$ cat src/rtl/ert_pkg.sv
// shared types, constants and helpers for the echo reply tracker
`timescale 1ns / 1ps
`default_nettype none

package ert_pkg;

   localparam int PENDING_DEPTH = 16;
   localparam int IDX_W         = $clog2(PENDING_DEPTH);
   localparam int CNT_W         = $clog2(PENDING_DEPTH + 1);

   localparam int SEQ_W   = 16;
   localparam int TIME_W  = 32;
   localparam int SUM_W   = 48;
   localparam int CNTR_W  = 32;
   localparam int ENTRY_W = SEQ_W + TIME_W;

   localparam int REQ_DATA_W = 112;
   localparam int REQ_USER_W = 3;
   localparam int RSP_DATA_W = 272;
   localparam int RSP_USER_W = 3;
   localparam int CSR_ADDR_W = 1;
   localparam int CSR_DATA_W = 32;

   localparam logic [1:0] CMD_SEND  = 2'd0;
   localparam logic [1:0] CMD_REPLY = 2'd1;
   localparam logic [1:0] CMD_TICK  = 2'd2;

   localparam logic [2:0] EV_NONE        = 3'd0;
   localparam logic [2:0] EV_REPLY_MATCH = 3'd1;
   localparam logic [2:0] EV_ERROR_MATCH = 3'd2;
   localparam logic [2:0] EV_TIMED_OUT   = 3'd3;
   localparam logic [2:0] EV_NOT_OURS    = 3'd4;
   localparam logic [2:0] EV_UNKNOWN_SEQ = 3'd5;
   localparam logic [2:0] EV_TABLE_FULL  = 3'd6;

   localparam logic [CSR_ADDR_W-1:0] CSR_IDENT   = 1'd0;
   localparam logic [CSR_ADDR_W-1:0] CSR_TIMEOUT = 1'd1;

   typedef logic [IDX_W-1:0] slot_idx_type;

   typedef struct packed {
      logic              inc_sent;
      logic              inc_recv;
      logic              inc_lost;
      logic              set_err;
      logic [TIME_W-1:0] trip;
      logic [15:0]       err_tc;
   } stats_upd_type;

   typedef struct packed {
      logic [CNTR_W-1:0] sent;
      logic [CNTR_W-1:0] recv;
      logic [CNTR_W-1:0] lost;
      logic [TIME_W-1:0] min_shown;
      logic [TIME_W-1:0] max;
      logic [SUM_W-1:0]  total;
      logic [15:0]       err_tc;
   } stats_type;

   function automatic slot_idx_type slot_next(input slot_idx_type i);
      if (i == slot_idx_type'(PENDING_DEPTH - 1)) begin
         return '0;
      end
      return i + 1'b1;
   endfunction

endpackage

`default_nettype wire

$ cat src/rtl/ert_ram.sv
// simple dual-port ram with registered read data
`timescale 1ns / 1ps
`default_nettype none

module ert_ram #(
   parameter int DEPTH = 16,
   parameter int WIDTH = 48
) (
   input  logic                     clock,
   input  logic                     we,
   input  logic [$clog2(DEPTH)-1:0] waddr,
   input  logic [WIDTH-1:0]         wdata,
   input  logic                     re,
   input  logic [$clog2(DEPTH)-1:0] raddr,
   output logic [WIDTH-1:0]         rdata
);

   logic [WIDTH-1:0] mem [DEPTH];
   logic [WIDTH-1:0] rdata_ff;

   always_ff @(posedge clock) begin
      if (we) begin
         mem[waddr] <= wdata;
      end
      if (re) begin
         rdata_ff <= mem[raddr];
      end
   end

   assign rdata = rdata_ff;

endmodule

`default_nettype wire

$ cat src/rtl/ert_stats.sv
// running totals, round-trip sum, minimum and maximum, last error type and code
`timescale 1ns / 1ps
`default_nettype none

module ert_stats (
   input  logic                  clock,
   input  logic                  reset,
   input  ert_pkg::stats_upd_type upd,
   output ert_pkg::stats_type     stats
);

   import ert_pkg::*;

   logic [CNTR_W-1:0] sent_ff, sent_in;
   logic [CNTR_W-1:0] recv_ff, recv_in;
   logic [CNTR_W-1:0] lost_ff, lost_in;
   logic [SUM_W-1:0]  sum_ff, sum_in;
   logic [TIME_W-1:0] min_ff, min_in;
   logic [TIME_W-1:0] max_ff, max_in;
   logic [15:0]       err_tc_ff, err_tc_in;
   logic [SUM_W:0]    sum_ext;

   assign sum_ext = {1'b0, sum_ff} + (SUM_W + 1)'(upd.trip);

   always_comb begin
      sent_in   = sent_ff;
      recv_in   = recv_ff;
      lost_in   = lost_ff;
      sum_in    = sum_ff;
      min_in    = min_ff;
      max_in    = max_ff;
      err_tc_in = err_tc_ff;
      if (upd.inc_sent) begin
         sent_in = sent_ff + 1'b1;
      end
      if (upd.inc_lost) begin
         lost_in = lost_ff + 1'b1;
      end
      if (upd.set_err) begin
         err_tc_in = upd.err_tc;
      end
      if (upd.inc_recv) begin
         recv_in = recv_ff + 1'b1;
         sum_in  = sum_ext[SUM_W] ? '1 : sum_ext[SUM_W-1:0];
         if (upd.trip < min_ff) begin
            min_in = upd.trip;
         end
         if (upd.trip > max_ff) begin
            max_in = upd.trip;
         end
      end
   end

   always_ff @(posedge clock) begin
      if (reset) begin
         sent_ff   <= '0;
         recv_ff   <= '0;
         lost_ff   <= '0;
         sum_ff    <= '0;
         min_ff    <= '1;
         max_ff    <= '0;
         err_tc_ff <= '0;
      end else begin
         sent_ff   <= sent_in;
         recv_ff   <= recv_in;
         lost_ff   <= lost_in;
         sum_ff    <= sum_in;
         min_ff    <= min_in;
         max_ff    <= max_in;
         err_tc_ff <= err_tc_in;
      end
   end

   always_comb begin
      stats.sent      = sent_ff;
      stats.recv      = recv_ff;
      stats.lost      = lost_ff;
      stats.min_shown = (recv_ff == '0 && min_ff == '1) ? '0 : min_ff;
      stats.max       = max_ff;
      stats.total     = sum_ff;
      stats.err_tc    = err_tc_ff;
   end

endmodule

`default_nettype wire

$ cat src/rtl/echo_reply_tracker.sv
// top level: echo request tracking sequencer around the pending-request ram
// One transaction is handled at a time. A send, an unused command, a reply that
// is not ours and a tick with an empty table go straight to the head walk and the
// output step; any other tick first checks the age of the oldest pending slot,
// and a searched reply first runs the sequence search, which reads one pending
// slot per cycle from the ram. The head walk steps one slot per cycle to the
// oldest occupied slot. The result is held in an output register; a new request
// is taken once it has been loaded, and the last step waits while the previous
// result has not been taken.
`timescale 1ns / 1ps
`default_nettype none

module echo_reply_tracker (
   input  logic                             clock,
   input  logic                             reset,
   input  logic                             req_tvalid,
   output logic                             req_tready,
   // seq, now_ms, echoed_ms, reply_id, err_type, err_code
   input  logic [ert_pkg::REQ_DATA_W-1:0]   req_tdata,
   // cmd, is_error
   input  logic [ert_pkg::REQ_USER_W-1:0]   req_tuser,
   output logic                             rsp_tvalid,
   input  logic                             rsp_tready,
   // event_seq, trip_ms, sent_count, received_count, lost_count, min_ms,
   // max_ms, total_ms, last_type, last_code
   output logic [ert_pkg::RSP_DATA_W-1:0]   rsp_tdata,
   // event_res
   output logic [ert_pkg::RSP_USER_W-1:0]   rsp_tuser,
   input  logic                             csr_we,
   input  logic [ert_pkg::CSR_ADDR_W-1:0]   csr_addr,
   input  logic [ert_pkg::CSR_DATA_W-1:0]   csr_wdata
);

   import ert_pkg::*;

   typedef enum logic [2:0] {
      ST_IDLE,
      ST_SEARCH,
      ST_TICK,
      ST_SETTLE,
      ST_EMIT
   } state_type;

   state_type                state_ff, state_in;
   logic [15:0]              ident_ff, ident_in;
   logic [TIME_W-1:0]        timeout_ff, timeout_in;
   logic                     is_err_ff, is_err_in;
   logic [SEQ_W-1:0]         seq_ff, seq_in;
   logic [TIME_W-1:0]        now_ff, now_in;
   logic [TIME_W-1:0]        trip_ff, trip_in;
   logic [15:0]              err_tc_ff, err_tc_in;
   logic [PENDING_DEPTH-1:0] pend_valid_ff, pend_valid_in;
   slot_idx_type             head_ff, head_in;
   slot_idx_type             tail_ff, tail_in;
   slot_idx_type             scan_idx_ff, scan_idx_in;
   logic [CNT_W-1:0]         scan_cnt_ff, scan_cnt_in;
   logic                     rd_vld_ff, rd_vld_in;
   slot_idx_type             rd_idx_ff, rd_idx_in;
   logic                     rd_last_ff, rd_last_in;
   logic [CNT_W-1:0]         settle_cnt_ff, settle_cnt_in;
   logic [2:0]               ev_ff, ev_in;
   logic [SEQ_W-1:0]         ev_seq_ff, ev_seq_in;
   logic [TIME_W-1:0]        ev_trip_ff, ev_trip_in;
   stats_upd_type            upd_ff, upd_in;
   logic                     rsp_valid_ff, rsp_valid_in;
   logic [RSP_DATA_W-1:0]    rsp_data_ff, rsp_data_in;
   logic [RSP_USER_W-1:0]    rsp_user_ff, rsp_user_in;

   logic                     ram_we;
   logic                     ram_re;
   slot_idx_type             ram_raddr;
   logic [ENTRY_W-1:0]       ram_wdata;
   logic [ENTRY_W-1:0]       ram_rdata;
   logic [SEQ_W-1:0]         ram_q_seq;
   logic [TIME_W-1:0]        ram_q_time;
   stats_type                stats;

   logic [1:0]               req_cmd;
   logic [SEQ_W-1:0]         req_seq;
   logic [TIME_W-1:0]        req_now;
   logic [TIME_W-1:0]        req_echoed;
   logic                     req_is_err;
   logic [15:0]              req_rid;
   logic [7:0]               req_etype;
   logic [7:0]               req_ecode;
   logic                     accept;
   logic                     hit;
   logic [TIME_W-1:0]        age;

   assign req_cmd    = req_tuser[1:0];
   assign req_is_err = req_tuser[2];
   assign req_seq    = req_tdata[15:0];
   assign req_now    = req_tdata[47:16];
   assign req_echoed = req_tdata[79:48];
   assign req_rid    = req_tdata[95:80];
   assign req_etype  = req_tdata[103:96];
   assign req_ecode  = req_tdata[111:104];

   assign req_tready = (state_ff == ST_IDLE);
   assign accept     = req_tvalid && req_tready;

   assign ram_q_seq  = ram_rdata[ENTRY_W-1:TIME_W];
   assign ram_q_time = ram_rdata[TIME_W-1:0];
   assign ram_wdata  = {req_seq, req_now};

   assign hit = rd_vld_ff && pend_valid_ff[rd_idx_ff] && (ram_q_seq == seq_ff);
   assign age = now_ff - ram_q_time;

   ert_ram #(
      .DEPTH (PENDING_DEPTH),
      .WIDTH (ENTRY_W)
   ) u_pending_ram (
      .clock (clock),
      .we    (ram_we),
      .waddr (tail_ff),
      .wdata (ram_wdata),
      .re    (ram_re),
      .raddr (ram_raddr),
      .rdata (ram_rdata)
   );

   ert_stats u_stats (
      .clock (clock),
      .reset (reset),
      .upd   (upd_ff),
      .stats (stats)
   );

   always_comb begin
      state_in      = state_ff;
      ident_in      = ident_ff;
      timeout_in    = timeout_ff;
      is_err_in     = is_err_ff;
      seq_in        = seq_ff;
      now_in        = now_ff;
      trip_in       = trip_ff;
      err_tc_in     = err_tc_ff;
      pend_valid_in = pend_valid_ff;
      head_in       = head_ff;
      tail_in       = tail_ff;
      scan_idx_in   = scan_idx_ff;
      scan_cnt_in   = scan_cnt_ff;
      rd_vld_in     = 1'b0;
      rd_idx_in     = rd_idx_ff;
      rd_last_in    = 1'b0;
      settle_cnt_in = settle_cnt_ff;
      ev_in         = ev_ff;
      ev_seq_in     = ev_seq_ff;
      ev_trip_in    = ev_trip_ff;
      upd_in        = '0;
      rsp_valid_in  = rsp_valid_ff && !rsp_tready;
      rsp_data_in   = rsp_data_ff;
      rsp_user_in   = rsp_user_ff;
      ram_we        = 1'b0;
      ram_re        = 1'b0;
      ram_raddr     = head_ff;

      if (csr_we) begin
         case (csr_addr)
            CSR_IDENT:   ident_in   = csr_wdata[15:0];
            CSR_TIMEOUT: timeout_in = csr_wdata[TIME_W-1:0];
            default:     ident_in   = ident_ff;
         endcase
      end

      case (state_ff)
         ST_IDLE: begin
            settle_cnt_in = '0;
            if (accept) begin
               seq_in     = req_seq;
               now_in     = req_now;
               is_err_in  = req_is_err;
               trip_in    = req_now - req_echoed;
               err_tc_in  = {req_etype, req_ecode};
               ev_in      = EV_NONE;
               ev_seq_in  = '0;
               ev_trip_in = '0;
               state_in   = ST_SETTLE;
               case (req_cmd)
                  CMD_SEND: begin
                     ev_seq_in       = req_seq;
                     upd_in.inc_sent = 1'b1;
                     if (pend_valid_ff[tail_ff]) begin
                        ev_in           = EV_TABLE_FULL;
                        upd_in.inc_lost = 1'b1;
                     end else begin
                        ram_we                 = 1'b1;
                        pend_valid_in[tail_ff] = 1'b1;
                        tail_in                = slot_next(tail_ff);
                     end
                  end
                  CMD_REPLY: begin
                     ev_seq_in = req_seq;
                     if (req_rid != ident_ff) begin
                        ev_in = EV_NOT_OURS;
                     end else begin
                        scan_idx_in = head_ff;
                        scan_cnt_in = '0;
                        state_in    = ST_SEARCH;
                     end
                  end
                  CMD_TICK: begin
                     if (pend_valid_ff[head_ff]) begin
                        ram_re   = 1'b1;
                        state_in = ST_TICK;
                     end
                  end
                  default: begin
                     state_in = ST_SETTLE;
                  end
               endcase
            end
         end

         ST_SEARCH: begin
            if (hit) begin
               pend_valid_in[rd_idx_ff] = 1'b0;
               state_in                 = ST_SETTLE;
               if (is_err_ff) begin
                  ev_in           = EV_ERROR_MATCH;
                  upd_in.inc_lost = 1'b1;
                  upd_in.set_err  = 1'b1;
                  upd_in.err_tc   = err_tc_ff;
               end else begin
                  ev_in           = EV_REPLY_MATCH;
                  ev_trip_in      = trip_ff;
                  upd_in.inc_recv = 1'b1;
                  upd_in.trip     = trip_ff;
               end
            end else if (rd_vld_ff && rd_last_ff) begin
               ev_in          = EV_UNKNOWN_SEQ;
               upd_in.set_err = is_err_ff;
               upd_in.err_tc  = err_tc_ff;
               state_in       = ST_SETTLE;
            end else if (scan_cnt_ff < CNT_W'(PENDING_DEPTH)) begin
               ram_re      = 1'b1;
               ram_raddr   = scan_idx_ff;
               rd_vld_in   = 1'b1;
               rd_idx_in   = scan_idx_ff;
               rd_last_in  = (scan_cnt_ff == CNT_W'(PENDING_DEPTH - 1));
               scan_idx_in = slot_next(scan_idx_ff);
               scan_cnt_in = scan_cnt_ff + 1'b1;
            end
         end

         ST_TICK: begin
            state_in = ST_SETTLE;
            if (age >= timeout_ff) begin
               ev_in                  = EV_TIMED_OUT;
               ev_seq_in              = ram_q_seq;
               pend_valid_in[head_ff] = 1'b0;
               upd_in.inc_lost        = 1'b1;
            end
         end

         ST_SETTLE: begin
            if (pend_valid_ff == '0) begin
               head_in  = tail_ff;
               state_in = ST_EMIT;
            end else if (pend_valid_ff[head_ff]) begin
               state_in = ST_EMIT;
            end else if (settle_cnt_ff == CNT_W'(PENDING_DEPTH - 1)) begin
               head_in  = tail_ff;
               state_in = ST_EMIT;
            end else begin
               head_in       = slot_next(head_ff);
               settle_cnt_in = settle_cnt_ff + 1'b1;
            end
         end

         ST_EMIT: begin
            if (!rsp_valid_ff || rsp_tready) begin
               rsp_valid_in = 1'b1;
               rsp_user_in  = ev_ff;
               rsp_data_in  = {stats.err_tc[7:0], stats.err_tc[15:8], stats.total,
                               stats.max, stats.min_shown, stats.lost, stats.recv,
                               stats.sent, ev_trip_ff, ev_seq_ff};
               state_in     = ST_IDLE;
            end
         end

         default: begin
            state_in = ST_IDLE;
         end
      endcase
   end

   always_ff @(posedge clock) begin
      if (reset) begin
         state_ff      <= ST_IDLE;
         ident_ff      <= '0;
         timeout_ff    <= '0;
         pend_valid_ff <= '0;
         head_ff       <= '0;
         tail_ff       <= '0;
         scan_cnt_ff   <= '0;
         rd_vld_ff     <= 1'b0;
         rd_last_ff    <= 1'b0;
         settle_cnt_ff <= '0;
         upd_ff        <= '0;
         rsp_valid_ff  <= 1'b0;
      end else begin
         state_ff      <= state_in;
         ident_ff      <= ident_in;
         timeout_ff    <= timeout_in;
         pend_valid_ff <= pend_valid_in;
         head_ff       <= head_in;
         tail_ff       <= tail_in;
         scan_cnt_ff   <= scan_cnt_in;
         rd_vld_ff     <= rd_vld_in;
         rd_last_ff    <= rd_last_in;
         settle_cnt_ff <= settle_cnt_in;
         upd_ff        <= upd_in;
         rsp_valid_ff  <= rsp_valid_in;
      end
      is_err_ff   <= is_err_in;
      seq_ff      <= seq_in;
      now_ff      <= now_in;
      trip_ff     <= trip_in;
      err_tc_ff   <= err_tc_in;
      scan_idx_ff <= scan_idx_in;
      rd_idx_ff   <= rd_idx_in;
      ev_ff       <= ev_in;
      ev_seq_ff   <= ev_seq_in;
      ev_trip_ff  <= ev_trip_in;
      rsp_data_ff <= rsp_data_in;
      rsp_user_ff <= rsp_user_in;
   end

   assign rsp_tvalid = rsp_valid_ff;
   assign rsp_tdata  = rsp_data_ff;
   assign rsp_tuser  = rsp_user_ff;

`ifndef SYNTHESIS
   a_busy_after_accept: assert property (@(posedge clock) disable iff (reset)
      (req_tvalid && req_tready) |=> !req_tready)
      else $error("request taken while a transaction is in flight");

   a_rsp_from_emit: assert property (@(posedge clock) disable iff (reset)
      (rsp_tvalid && !$past(rsp_tvalid)) |-> $past(state_ff == ST_EMIT))
      else $error("response raised outside the emit step");

   a_scan_bound: assert property (@(posedge clock) disable iff (reset)
      scan_cnt_ff <= CNT_W'(PENDING_DEPTH))
      else $error("sequence search ran past the table");

   a_empty_head: assert property (@(posedge clock) disable iff (reset)
      (state_ff == ST_IDLE && pend_valid_ff == '0) |-> (head_ff == tail_ff))
      else $error("empty table with head apart from tail");
`endif

endmodule

`default_nettype wire

$ cat config.mk
export PLATFORM = sky130hd
export DESIGN_NAME = echo_reply_tracker
export DESIGN_NICKNAME = d
export VERILOG_FILES = /design/src/rtl/ert_pkg.sv /design/src/rtl/ert_ram.sv /design/src/rtl/ert_stats.sv /design/src/rtl/echo_reply_tracker.sv
export SDC_FILE = /design/constraint.sdc
export NUM_CORES = 2
export LEC_CHECK = 0
export BUFFER_PORTS_ARGS = -buffer_cell sky130_fd_sc_hd__buf_4
export CORE_ASPECT_RATIO = 0.5
export CORE_UTILIZATION = 35
export CTS_CLUSTER_DIAMETER = 150
export DETAILED_ROUTE_END_ITERATION = 7
export GPL_ROUTABILITY_DRIVEN = 0
export GPL_TIMING_DRIVEN = 0
export HOLD_SLACK_MARGIN = 0.12
export PLACE_DENSITY_LB_ADDON = 0.08
export SLEW_MARGIN = 15
export SYNTH_ARGS = -nofsm -noshare
export SYNTH_HDL_FRONTEND = slang
export SYNTH_SLANG_ARGS = --single-unit
$ cat constraint.sdc
create_clock -name clock -period 55.9 [get_ports clock]
set_input_delay 16.77 -clock clock [delete_from_list [all_inputs] [get_ports clock]]
set_output_delay 16.77 -clock clock [all_outputs]
set_load 0.1 [all_outputs]
* Word level (Yosys, flattened, before mapping)
Memory sizes are Yosys's and may differ from the RTL's. A register that Yosys moved wholly into a read port is not among the register bits. Cells that the tools add are included.
Storage, ports and cells: memories 1, logic and storage cells 268, bits of input ports 153, bits in writable memories 768, output and inout port bits 277, register bits after elaboration 795
Operators by class: muxes and demuxes 122, reduce and logical (&&, ||, !) cells 42, $lt $le $gt $ge 10, add/sub/neg operators 11, eq/ne operators 32, bitwise gates (word level) 13
Memories:
- u_pending_ram.mem | words 16, width 48, rd ports 1, clocked after Yosys merged registers in 1, write ports 1, line ert_ram.sv:18 | logic [WIDTH-1:0] mem [DEPTH];
Operator list (count):
- two-way mux 16 bit | 11
- adder 32 x 1 -> 32 bit, second input constant | 3
- two-way mux 32 bit | 3
- two-way mux 4 bit | 19
- case mux 32 bit (2 select lines) | 1
- subtractor 32 bit | 2
- adder 48 x 32 -> 49 bit | 1
- two-way mux 48 bit | 1
- case mux 16 bit (3 select lines) | 1
- two-way mux 1 bit | 45
- two-way mux 5 bit | 9
- two-way mux 3 bit | 13
- AND 16 bit | 2
- == test 32 bit, second input constant | 1
- greater-or-equal comparator 32 bit | 1
- greater-than comparator 32 bit | 1
- zero test 32 bit | 1
- less-than comparator 32 bit | 1
- NOT 16 bit | 2
- case mux 16 bit (2 select lines) | 1
- != test 2 bit, second input constant | 13
- AND reduction 4 bit | 6
- case mux 5 bit (2 select lines) | 2
- == test 16 bit | 1
- 44 further kinds | 89

* Longest topological paths before layout
word-level depth 11, mapped depth 25, depth with buffers taken out 23

* Hierarchy
Synthesis repeated with hierarchy kept, for this count alone.
Second synthesis, totals: cells, all modules 4549, area, all modules 66581.4 µm²
Modules (own cells, without submodules):
- ert_ram | seq. area each 24503.5 µm², times used 1, area an instance 30171.4 µm², cells each 1242
- echo_reply_tracker | seq. area each 15745.1 µm², times used 1, area an instance 23976.7 µm², cells each 1839
- ert_stats | seq. area each 4484.3 µm², times used 1, area an instance 12433.2 µm², cells each 1468

* Worst setup path before layout
OpenSTA, ideal clock, no wires.
kind in2reg, from input rsp_tready, to register rsp_data_ff[0], in the netlist rsp_tdata[0] (enable), buffers on the path 0, data arrival time 28.246 ns, path slack 26.738 ns, setup time 0.916 ns, stages 2, data required time 54.984 ns, path through nor2b_1 > nor2_1
Between the ends: cells in the longest elaborated chain, start to end 2
Ends and longest elaborated chain:
- start, declared | line echo_reply_tracker.sv:23 | input logic rsp_tready,
- logical OR 1 bit | line echo_reply_tracker.sv:272 | if (!rsp_valid_ff || rsp_tready) begin
- AND reduction 2 bit (no line)
- end signal, assigned | line echo_reply_tracker.sv:326 | rsp_data_ff <= rsp_data_in;
- end, declared | line echo_reply_tracker.sv:66 | logic [RSP_DATA_W-1:0] rsp_data_ff, rsp_data_in;
Every way passes these cells. A chain may end at the register's enable or synchronous reset.

* Worst setup path in the final report
from input req_tvalid, to memory u_pending_ram.mem[0][10] (enable)
Between the ends: cells in the longest elaborated chain, start to end 5
Ends and longest elaborated chain:
- start, declared | line echo_reply_tracker.sv:16 | input logic req_tvalid,
- logical AND 1 bit | line echo_reply_tracker.sv:100 | assign accept = req_tvalid && req_tready;
- two-way mux 1 bit | line echo_reply_tracker.sv:169 | if (accept) begin
- two-way mux 1 bit | line echo_reply_tracker.sv:166 | case (state_ff)
- two-way mux 1 bit | line ert_ram.sv:22 | if (we) begin
- two-way mux 1 bit (not written as such) | line ert_ram.sv:23 | mem[waddr] <= wdata;
- end, declared | line ert_ram.sv:18
Every way passes these cells.

==> impl_metrics.tcl <==
set metrics [dict create \
    critical-path-top-delay-family "simple AND/OR/NAND/NOR gates" \
    slowest_stage "nor2_1" \
    final.setup.tns_ns 0 \
    worstSetupStartpointType "input port" \
    nNetsFinal 6174 \
    cp_slowest_stage_delay_ns 0.62 \
    cts-htree-levels 4 \
    insertion_delay_ns 0.84 \
    ys_seq_area_share_pct 66.5 \
    cts_resized 0 \
    grt_setup_unrepaired "false" \
    clock-root-buffer "clkbuf_16" \
    leakagePower_nw 29.3 \
    synth-edff-count 1247 \
    placed_area_mm2 0.0750 \
    slew_headroom_pct 24.6 \
    arrival_ns 20.23 \
    drv_cap 0 \
    cts_made_buffers 164 \
    top_usage_layer "met2" \
    synth.largest_area_cell "edfxtp_1" \
    max_slew.worst_pin.slew_ns 1.13 \
    io_buffers 428 \
    fin_crit_sh_pct 35.3 \
    viasPerCell 5.19 \
    final.setup.worst_slack_ns 36.17 \
    routedWlPerCell_um 24.1 \
    mostFrequentLayoutCells "edfxtp_1 (1247), nand2_1 (508), buf_4 (455)" \
    die_x_um 622 \
    firstDrtPassIters 6 \
    cp_cell_sequence "buf_4 > and2_1 > clkbuf_4 > nand2_1 > nor2_1 > nand2_1 > nor3_2 > buf_4 > buf_4 > buf_4" \
    report.final.slew_viol_count 0 \
    met2_usage_pct 35.1 \
    power_mw 2.85 \
    yosysWarnings 0 \
    clkSinkCount 1611 \
    grt_use_met3_pct 2.87 \
    peakVddDrop_mv 0.0212 \
    drc 0 \
    finalSetupViolCount 0 \
    synthArstFlopShare_pct 0 \
    cts_tree "built" \
    postSynthAreaPerCell_um2 13.1 \
    whs_ns 0.417 \
    synth_flop_cell "edfxtp_1" \
    vias 44000 \
    post-cts-setup-buffers 0 \
    path_clk_slew_ns 0.07 \
    status "completed" \
    fin_skew_ns 0.0725 \
    synthCells 5141 \
    dp_hpwl_um 148000 \
    grt_util_all_layers_pct 20.5 \
    syn_to_final_growth_pct 19.3 \
    grt_max_degree 45 \
    dp_slack_ns 35.35 \
    grt_pass1_wl_um 296000 \
    totalWireLength_um 204000 \
    placementRows 113 \
    die_y_um 312 \
    worstPathRequired_ns 56.40 \
    final_common_cell "edfxtp_1" \
    io_pins 430 \
    layout-drive-gt1-share_pct 14.6 \
    drt-initial-drc-count 3385 \
    path_common_cell "buf_4" \
    start_util_pct 35.3 \
    synth.distinct_cells 72 \
    grt-ovfl-total 0 \
    netlist_area_mm2 0.0673 \
    path_max_fanout 28 \
    ant_nets 0 \
    p_per_area_mw_per_mm2 35.5 \
    ys_seq_elements 1611 \
    synth_fp_nets 5506 \
    hold_viol 0 \
    cts_max_path_buffers 4 \
    synth_top_area_share_pct 55.7 \
    grt_pass1_vias 44100 \
    grt_util_met1_pct 27.2 \
    cp_num_buf_inv 5 \
    min_period_ns 19.73 \
    critical_path_class "input port to flip-flop" \
    max_freq_ghz 0.0507 \
    crit_path_end_kind "flip-flop" \
    antenna_found_initial 15 \
    yosys-top-cells-area "edfxtp_1 (56%), dfxtp_1 (11%), ha_1 (3.9%)" \
    final_area_mm2 0.0802 \
    core_area_mm2 0.190 \
    hold_path_class "flip-flop to flip-flop" \
    holdBufCountCts 0 \
    die_area_mm2 0.194 \
]
cell families after synthesis:
group | Yosys count | share of synthesized area (%)
buffers and inverters | 458 | 2.63
XOR/XNOR | 206 | 2.68
multiplexers | 218 | 3.60
AO/OA/AOI/OAI | 1010 | 10.3
AND/OR/NAND/NOR | 1426 | 10.3
flip-flops | 1611 | 66.5
adder cells (fa/ha/maj) | 212 | 3.98
final timing paths:
| kind | startpoint | endpoint | slack (ns) | cells past startpoint |
|---|---|---|---|---|
| setup / recovery | req_tvalid | u_pending_ram.mem[0][10]$_DFFE_PP_ | 36.17 | 10 |
| hold / removal | ev_trip_ff[23]$_SDFFCE_PN0P_ | rsp_tdata[39]$_DFFE_PP_ | 0.42 | 0 |
| setup reg to reg | u_pending_ram.rdata[6]$_DFFE_PP_ | pend_valid_ff[4]$_SDFFE_PP0P_ | 49.44 | 25 |
| hold reg to reg | ev_trip_ff[23]$_SDFFCE_PN0P_ | rsp_tdata[39]$_DFFE_PP_ | 0.42 | 0 |
cell type report:
cell class / count / area, um^2
fillers: 17600 / 110000
flip-flops and latches: 1611 / 44700
multi-input cells: 3072 / 20900
clock buffers: 217 / 4460
repair buffers: 502 / 4440
well taps: 2530 / 3170
plain buffers: 249 / 988
inverters: 209 / 785
clock inverters: 72 / 681
diodes: 10 / 25.0
report_power, final:
part,switching (mW),internal (mW)
Sequential,0.0193,1.34
Combinational,0.275,0.133
Clock,0.464,0.620
metal layers:
metal | routed length, um | share of wire [%]
met5 | 0 | 0
met1 | 90100 | 44
met3 | 9240 | 4.5
met4 | 4760 | 2.3
met2 | 99800 | 49
Yosys cell counts (115+ instances only):
cell type,instances
a31oi_1,154
inv_1,209
a211oi_1,253
nand2_1,508
and2_1,175
edfxtp_1,1247
a21oi_1,196
nor2_1,278
dfxtp_1,364
mux2i_1,155
xor2_1,115
nor2b_1,130
ha_1,209
clkbuf_1,201
per-stage QoR:
step,utilization (%),instances
after detailed placement,39.4,8173
final,42.1,8472
after floorplan,-,5141
after CTS,42.1,8462
after global routing,42.1,8467
after global placement,38.7,8099
flip-flops by register name, indices dropped and copies added, names as in the netlist, 48 cells and up:
| signal | count |
|---|---|
| u_pending_ram.mem | 768 |
| rsp_tdata | 272 |
| u_stats.sum_ff | 48 |
| upd_ff | 52 |
| u_pending_ram.rdata | 48 |
Power figures use the tool's default switching activity.
